<file path="src/sma_pkg.sv">
// ----------------------------------------------------------------------------
// Scaled moving average package
// Register indexes, register widths and reset values shared by the unit and
// its checker.
// ----------------------------------------------------------------------------
package sma_pkg;

  localparam int unsigned CFG_IDX_BITS  = 2;
  localparam int unsigned CFG_DATA_BITS = 16;

  localparam logic [CFG_IDX_BITS-1:0] CFG_WINDOW_LENGTH = 2'd0;
  localparam logic [CFG_IDX_BITS-1:0] CFG_GAIN          = 2'd1;

  localparam int unsigned WIN_BITS  = 7;
  localparam int unsigned GAIN_BITS = 16;
  localparam int unsigned AVG_BITS  = 32;

  // Q8.8 gain: the fraction bits dropped before the divide.
  localparam int unsigned GAIN_FRAC = 8;

  localparam logic [WIN_BITS-1:0]         WIN_RESET  = 7'd8;
  localparam logic signed [GAIN_BITS-1:0] GAIN_RESET = 16'sd256;

endpackage

</file>
<file path="src/sma_ram.sv">
// ----------------------------------------------------------------------------
// Generic single-port-write RAM
// One write port and one read port with registered read data.
// ----------------------------------------------------------------------------
module sma_ram #(
  parameter int unsigned WIDTH = 24,
  parameter int unsigned DEPTH = 64
) (
  input  logic                                  clk_i,
  input  logic                                  we_i,
  input  logic [(DEPTH > 1 ? $clog2(DEPTH) : 1)-1:0] waddr_i,
  input  logic [WIDTH-1:0]                      wdata_i,
  input  logic [(DEPTH > 1 ? $clog2(DEPTH) : 1)-1:0] raddr_i,
  output logic [WIDTH-1:0]                      rdata_o
);

  logic [WIDTH-1:0] mem_q [DEPTH];

  always_ff @(posedge clk_i) begin
    if (we_i) begin
      mem_q[waddr_i] <= wdata_i;
    end
    rdata_o <= mem_q[raddr_i];
  end

endmodule

</file>
<file path="src/scaled_moving_average_unit.sv">
// ----------------------------------------------------------------------------
// Scaled moving average unit
// Running mean of the last window_length samples, scaled by a Q8.8 gain.
// ----------------------------------------------------------------------------
// One sample request is taken at a time. From its acceptance the request
// passes through the read, multiply, divider setup, divide and finish
// states, and the next sample is taken in the cycle after the result is
// loaded into the output register. In the divide state the restoring,
// bit-serial divider produces one quotient bit per cycle of the magnitude
// of gain * window_sum / 256, whose sign is applied afterwards, divided by
// the window length. The sample history lives in a RAM that is not cleared:
// a fill count marks which slots hold samples since the window was primed,
// and the others read as the priming sample. The first sample after reset,
// or after a change of window_length, fills the whole window with its value.
// A window length of zero acts as one, and one above WINDOW_MAX as WINDOW_MAX.
// The result waits in an output register, so a new sample can be taken while
// it is still stalled.
module scaled_moving_average_unit #(
  parameter int unsigned WINDOW_MAX  = 64,
  parameter int unsigned SAMPLE_BITS = 24
) (
  input  logic                                  clk_i,
  input  logic                                  rst_ni,
  input  logic                                  cfg_we_i,
  input  logic [sma_pkg::CFG_IDX_BITS-1:0]      cfg_index_i,
  input  logic [sma_pkg::CFG_DATA_BITS-1:0]     cfg_data_i,
  input  logic                                  sample_valid_i,
  output logic                                  sample_stall_o,
  input  logic signed [SAMPLE_BITS-1:0]         sample_i,
  output logic                                  average_valid_o,
  input  logic                                  average_stall_i,
  output logic signed [sma_pkg::AVG_BITS-1:0]   average_o
);

  localparam int unsigned AW     = (WINDOW_MAX > 1) ? $clog2(WINDOW_MAX) : 1;
  localparam int unsigned NW     = $clog2(WINDOW_MAX + 1);
  localparam int unsigned SUMW   = SAMPLE_BITS + $clog2(WINDOW_MAX) + 1;
  localparam int unsigned PW     = sma_pkg::GAIN_BITS + SUMW;
  localparam int unsigned DW     = PW - sma_pkg::GAIN_FRAC;
  localparam int unsigned CW     = $clog2(DW);
  localparam int unsigned CMPW   = (AW + 1 > NW) ? AW + 1 : NW;
  localparam int unsigned QXW    = DW + 33;

  localparam logic [2:0] ST_IDLE = 3'd0;
  localparam logic [2:0] ST_READ = 3'd1;
  localparam logic [2:0] ST_MUL  = 3'd2;
  localparam logic [2:0] ST_PREP = 3'd3;
  localparam logic [2:0] ST_DIV  = 3'd4;
  localparam logic [2:0] ST_FIN  = 3'd5;

  logic [2:0]                        state_q, state_d;
  logic [sma_pkg::WIN_BITS-1:0]      win_q;
  logic signed [sma_pkg::GAIN_BITS-1:0] gain_q;
  logic                              primed_q;
  logic [AW-1:0]                     wp_q;
  logic [NW-1:0]                     fill_q;
  logic signed [SAMPLE_BITS-1:0]     prime_q;
  logic signed [SUMW-1:0]            sum_q;
  logic signed [SAMPLE_BITS-1:0]     sample_q;
  logic signed [PW-1:0]              prod_q;
  logic [DW-1:0]                     div_q;
  logic [NW-1:0]                     rem_q;
  logic [CW-1:0]                     cnt_q;
  logic                              neg_q;
  logic                              out_valid_q;
  logic signed [sma_pkg::AVG_BITS-1:0] out_q;

  logic [NW-1:0]            n;
  logic                     in_accept;
  logic                     out_free;
  logic [SAMPLE_BITS-1:0]   ram_rdata;
  logic                     ram_we;
  logic signed [SAMPLE_BITS-1:0] old_sample;
  logic signed [SUMW-1:0]   prime_sum;
  logic signed [SUMW-1:0]   upd_sum;
  logic signed [PW-1:0]     prod_d;
  logic [PW-1:0]            mag;
  logic [AW:0]              wp_inc;
  logic [NW:0]              trial;
  logic                     qbit;
  logic [QXW-1:0]           qx;
  logic [sma_pkg::AVG_BITS-1:0] res;

  // Effective window: zero acts as one, large values clip to WINDOW_MAX.
  always_comb begin
    if (win_q == '0) begin
      n = NW'(1);
    end else if (32'(win_q) > WINDOW_MAX) begin
      n = NW'(WINDOW_MAX);
    end else begin
      n = NW'(win_q);
    end
  end

  assign in_accept      = sample_valid_i && (state_q == ST_IDLE);
  assign sample_stall_o = (state_q != ST_IDLE);
  assign out_free       = !out_valid_q || !average_stall_i;
  assign ram_we         = (state_q == ST_READ) && primed_q;

  // The read address is the write position, so the slot about to be
  // replaced is on the read port in the cycle after the request is taken.
  sma_ram #(
    .WIDTH (SAMPLE_BITS),
    .DEPTH (WINDOW_MAX)
  ) u_ring (
    .clk_i   (clk_i),
    .we_i    (ram_we),
    .waddr_i (wp_q),
    .wdata_i (sample_q),
    .raddr_i (wp_q),
    .rdata_o (ram_rdata)
  );

  assign old_sample = (CMPW'(wp_q) < CMPW'(fill_q)) ? $signed(ram_rdata) : prime_q;
  assign prime_sum  = sample_q * $signed({1'b0, n});
  assign upd_sum    = sum_q + SUMW'(sample_q) - SUMW'(old_sample);
  assign prod_d     = gain_q * sum_q;
  assign mag        = prod_q[PW-1] ? PW'(-prod_q) : PW'(prod_q);
  assign wp_inc     = {1'b0, wp_q} + (AW+1)'(1);

  assign trial = {rem_q, div_q[DW-1]};
  assign qbit  = (trial >= {1'b0, n});

  assign qx = QXW'(div_q);
  always_comb begin
    if (!neg_q && (qx > QXW'(32'h7fff_ffff))) begin
      res = 32'h7fff_ffff;
    end else if (neg_q && (qx > QXW'(33'h0_8000_0000))) begin
      res = 32'h8000_0000;
    end else if (neg_q) begin
      res = 32'd0 - qx[31:0];
    end else begin
      res = qx[31:0];
    end
  end

  always_comb begin
    state_d = state_q;
    case (state_q)
      ST_IDLE: begin
        if (in_accept) begin
          state_d = ST_READ;
        end
      end
      ST_READ: state_d = ST_MUL;
      ST_MUL:  state_d = ST_PREP;
      ST_PREP: state_d = ST_DIV;
      ST_DIV: begin
        if (cnt_q == CW'(DW - 1)) begin
          state_d = ST_FIN;
        end
      end
      ST_FIN: begin
        if (out_free) begin
          state_d = ST_IDLE;
        end
      end
      default: state_d = ST_IDLE;
    endcase
  end

  always_ff @(posedge clk_i or negedge rst_ni) begin
    if (!rst_ni) begin
      state_q     <= ST_IDLE;
      win_q       <= sma_pkg::WIN_RESET;
      gain_q      <= sma_pkg::GAIN_RESET;
      primed_q    <= 1'b0;
      wp_q        <= '0;
      fill_q      <= '0;
      prime_q     <= '0;
      sum_q       <= '0;
      cnt_q       <= '0;
      out_valid_q <= 1'b0;
    end else begin
      state_q <= state_d;

      if (cfg_we_i) begin
        if (cfg_index_i == sma_pkg::CFG_WINDOW_LENGTH) begin
          if (cfg_data_i[sma_pkg::WIN_BITS-1:0] != win_q) begin
            win_q    <= cfg_data_i[sma_pkg::WIN_BITS-1:0];
            primed_q <= 1'b0;
            wp_q     <= '0;
            fill_q   <= '0;
          end
        end else if (cfg_index_i == sma_pkg::CFG_GAIN) begin
          gain_q <= $signed(cfg_data_i[sma_pkg::GAIN_BITS-1:0]);
        end
      end

      if (state_q == ST_READ) begin
        if (!primed_q) begin
          prime_q  <= sample_q;
          sum_q    <= prime_sum;
          wp_q     <= '0;
          fill_q   <= '0;
          primed_q <= 1'b1;
        end else begin
          sum_q <= upd_sum;
          if (fill_q < n) begin
            fill_q <= fill_q + NW'(1);
          end
          if (CMPW'(wp_inc) >= CMPW'(n)) begin
            wp_q <= '0;
          end else begin
            wp_q <= wp_inc[AW-1:0];
          end
        end
      end

      if (state_q == ST_PREP) begin
        cnt_q <= '0;
      end else if (state_q == ST_DIV) begin
        cnt_q <= cnt_q + CW'(1);
      end

      if (state_q == ST_FIN && out_free) begin
        out_valid_q <= 1'b1;
      end else if (!average_stall_i) begin
        out_valid_q <= 1'b0;
      end
    end
  end

  // Payload registers.
  always_ff @(posedge clk_i) begin
    if (in_accept) begin
      sample_q <= sample_i;
    end
    if (state_q == ST_MUL) begin
      prod_q <= prod_d;
    end
    if (state_q == ST_PREP) begin
      div_q <= mag[PW-1:sma_pkg::GAIN_FRAC];
      rem_q <= '0;
      neg_q <= prod_q[PW-1];
    end else if (state_q == ST_DIV) begin
      // Restoring division: the quotient bits shift in behind the dividend.
      rem_q <= qbit ? NW'(trial - {1'b0, n}) : trial[NW-1:0];
      div_q <= {div_q[DW-2:0], qbit};
    end
    if (state_q == ST_FIN && out_free) begin
      out_q <= $signed(res);
    end
  end

  assign average_valid_o = out_valid_q;
  assign average_o       = out_q;

endmodule

</file>
<file path="config.mk">
export PLATFORM = sky130hd
export DESIGN_NAME = scaled_moving_average_unit
export DESIGN_NICKNAME = d
export VERILOG_FILES = /design/src/sma_pkg.sv /design/src/sma_ram.sv /design/src/scaled_moving_average_unit.sv
export SDC_FILE = /design/constraint.sdc
export NUM_CORES = 2
export LEC_CHECK = 0
export ABC_CLOCK_PERIOD_IN_PS = 11400
export BUFFER_PORTS_ARGS = -buffer_cell sky130_fd_sc_hd__buf_2
export CAP_MARGIN = 10
export CORE_MARGIN = 2
export CORE_UTILIZATION = 50
export DETAILED_ROUTE_END_ITERATION = 8
export GPL_TIMING_DRIVEN = 0
export MAX_ROUTING_LAYER = met4
export PLACE_DENSITY = 0.65
export RECOVER_POWER = 50
export SLEW_MARGIN = 30
export SYNTH_ARGS = -nofsm -noshare
export SYNTH_HDL_FRONTEND = slang
export SYNTH_HIERARCHICAL = 1
export SYNTH_SLANG_ARGS = --single-unit
export TNS_END_PERCENT = 30
</file>
<file path="constraint.sdc">
create_clock -name clk_i -period 11.4 [get_ports clk_i]
set_input_delay 1.14 -clock clk_i [delete_from_list [all_inputs] [get_ports clk_i]]
set_output_delay 1.14 -clock clk_i [all_outputs]
set_load 0.02 [all_outputs]
</file>
==> flow_metrics.env <==
export IMPL_min_period_ps=8950
export IMPL_cts_made_buffers=181
export IMPL_initial_core_util=0.503
export IMPL_hold_viol=0
export IMPL_dp_hpwl_mm=210
export IMPL_hp_class="in -> reg"
export IMPL_path_clk_slew_ps=60
export IMPL_holdBufCountCts=0
export IMPL_tns_ps=0
export IMPL_clock_path_buffers=3
export IMPL_max_freq_mhz=112
export IMPL_syn_nets=7555
export IMPL_grt_first_pass_wirelength_mm=399
export IMPL_tightest_slew_ps=3210
export IMPL_required_ps=11960
export IMPL_violations="capacitance limit, slew limit"
export IMPL_max_stage_delay_ps=660
export IMPL_post_cts_buffers=0
export IMPL_slew_viol_final=130
export IMPL_routed_wl_mm=275
export IMPL_drc=0
export IMPL_timing_critical_path_buf_inv=6
export IMPL_drive_gt1_frac=0.146
export IMPL_grt_pass1_vias=58900
export IMPL_antenna_found_initial=16
export IMPL_drtIter0Drc=6235
export IMPL_cap_violations=3
export IMPL_die_width_um=444
export IMPL_routedWlPerCell_um=28.2
export IMPL_synth_ff_type="edfxtp_1"
export IMPL_cpLargestDelayFamily="adder cells"
export IMPL_synth_edf_count=1679
export IMPL_seq_area_frac_synth=0.554
export IMPL_synth_cell_area_um2=96700
export IMPL_clock_skew_ps=48.6
export IMPL_grt_max_degree=55
export IMPL_fillers=15200
export IMPL_crit_chain="clkbuf_1 > clkinv_1 > clkbuf_1 > nor2_1 > fa_1 > fa_1 > fa_1 > fa_1 > fa_1 > inv_1 > fa_1 > inv_1 > ha_1 > clkbuf_1 > a21o_1 > a21o_1 > a2111oi_1 > o21ai_0 > a32o_1 > o41ai_1 > nand2b_1 > o31ai_1 > xnor2_1"
export IMPL_rows=161
export IMPL_rsz0062_at_grt="no"
export IMPL_crit_fanout=10
export IMPL_synthAdderAreaFrac=0.160
export IMPL_muxShareOfSynthArea=0.108
export IMPL_synth_simple_area_share=0.0631
export IMPL_synth_compound_area_frac=0.0520
export IMPL_final_cell_mix="1679 x edfxtp_1, 831 x inv_1, 627 x fa_1"
export IMPL_status="finished, violations left"
export IMPL_r2r_start="gain_q[15]"
export IMPL_ys_seq_elements=1812
export IMPL_finalNetCount=8000
export IMPL_num_vias=58100
export IMPL_ys_types=86
export IMPL_gp_congestion=1.00
export IMPL_synth_top_family_by_area="adder cells"
export IMPL_setup_viol=0
export IMPL_dieArea_um2=197000
export IMPL_postSynth_asyncResetShare=0.0563
export IMPL_post_cts_resized=0
export IMPL_worst_setup_path_start_kind="register"
export IMPL_crit_top_cell="fa_1"
export IMPL_grt_overflow=0
export IMPL_track_usage=0.289
export IMPL_syn_inst=6645
export IMPL_htree_num_levels=4
export IMPL_syn_to_final_growth_pct=12.6
export IMPL_layout_worst_path_cycle_share=0.785
export IMPL_root_buffer="clkbuf_16"
export IMPL_cp_arrival_ps=9510
export IMPL_relSlewSlack=-1.14
export IMPL_avgSynthCellArea_um2=14.6
export IMPL_vias_per_cell=5.95
export IMPL_cts_tree="done"
export IMPL_antenna_left=0
export IMPL_final_common_cell="edfxtp_1"
export IMPL_clk_latency_ps=830
export IMPL_crit_path_end_kind="register"
export IMPL_firstDrtPassIters=6
export IMPL_fp_coreArea_um2=192000
export IMPL_synth_xor_area_share=0.0155
export IMPL_io_pins=81
export IMPL_slowest_stage="clkinv_1"
export IMPL_die_h_um=444
export IMPL_hold_path_startpoint="sample_i[5]"
export IMPL_yosysWarnings=6
export IMPL_cts_sinks=1812
export IMPL_portBuffers=80
export IMPL_crit_path_start="gain_q[15]"
export IMPL_timing_worst_setup_path_type="reg -> reg"
sequential cells by signal, indices dropped and copies added (netlist names):
signal and flops:
average_o 32, sum_q 31, primed_q 1, win_q 7, wp_q 6, gain_q 16
fill_q 7, prod_q 47, u_ring/rdata_o 24, u_ring/mem_q 1536, cnt_q 6, average_valid_o 1
state_q 3, sample_q 24, div_q 39, rem_q 7, prime_q 24, neg_q 1
kinds of logic after synthesis:
family          Yosys count
flops                  1812
simple gates           1297
buf+inv                1147
fa+ha+maj               863
compound gates          773
mux                     582
xor+xnor                171
cell usage after synthesis (all sizes together) (21+ instances only):
library cell / count / share of area
a221oi: 56 / 0.0051
o21a: 34 / 0.0026
clkbuf: 195 / 0.0076
xor2: 93 / 0.0084
nor2: 295 / 0.011
buf: 105 / 0.0065
fa: 627 / 0.13
a21o: 62 / 0.0048
a211oi: 21 / 0.0016
mux2i: 102 / 0.011
dfxtp: 31 / 0.0064
o22ai: 54 / 0.0035
nand3: 51 / 0.0026
mux4: 355 / 0.083
dfrtp: 100 / 0.026
o31ai: 27 / 0.0023
nor3: 48 / 0.0025
a21oi: 132 / 0.0068
edfxtp: 1679 / 0.52
ha: 236 / 0.031
and3: 28 / 0.0018
xnor2: 78 / 0.0071
o21ai: 214 / 0.011
or3: 32 / 0.0022
nand2: 495 / 0.019
a31oi: 36 / 0.0023
nor2b: 29 / 0.0019
nand2b: 33 / 0.0021
and2: 211 / 0.014
mux2: 125 / 0.015
a22oi: 31 / 0.0024
inv: 833 / 0.032
metrics by stage:
stage               instances  hold slack (ps)  area [um^2]  utilization  setup WS [ps]
global route             9769              447       109000        0.566           2070
finish                   9772              487       109000        0.566           2450
global placement         9251              464       100000        0.521           2220
detailed placement       9432              475       104000        0.540           2220
floorplan                6645              450        96700            -           4740
CTS                      9762              163       110000        0.571           2170
final timing paths:
kind                              endpoint  slack [ps]  depth (start not counted)
min in group asynchronous  average_valid_o        1320                          1
min reg2reg                       rem_q[6]         490                          1
min                            sample_q[5]         490                          1
max reg2reg                     prod_q[46]        2450                         23
max                             prod_q[46]        2450                         23
max in group asynchronous       gain_q[11]        5920                          2
layout make-up:
class | instances | area, um^2 | share of cell area
antenna | 9 | 22.5 | 0.000207
buffer | 300 | 1370 | 0.0126
sequential | 1812 | 53600 | 0.492
inverter | 847 | 3180 | 0.0292
timing repair buffer | 262 | 2530 | 0.0232
clock buffer | 229 | 4810 | 0.0442
multi-input combinational | 3686 | 39100 | 0.359
clock inverter | 101 | 1150 | 0.0106
tap | 2526 | 3160 | 0.0290
metal layers:
| layer | up-vias | GRT usage | share of wire |
|---|---|---|---|
| li1 | 24700 | - | - |
| met1 | 30200 | 0.374 | 0.39 |
| met2 | 2708 | 0.455 | 0.48 |
| met3 | 534 | 0.0487 | 0.088 |
| met4 | 0 | 0.123 | 0.049 |
| met5 | - | - | 0 |
Power is left out: the tool's default activity adds up to more than one toggle a clock period on the data nets, which glitch-free logic cannot reach.
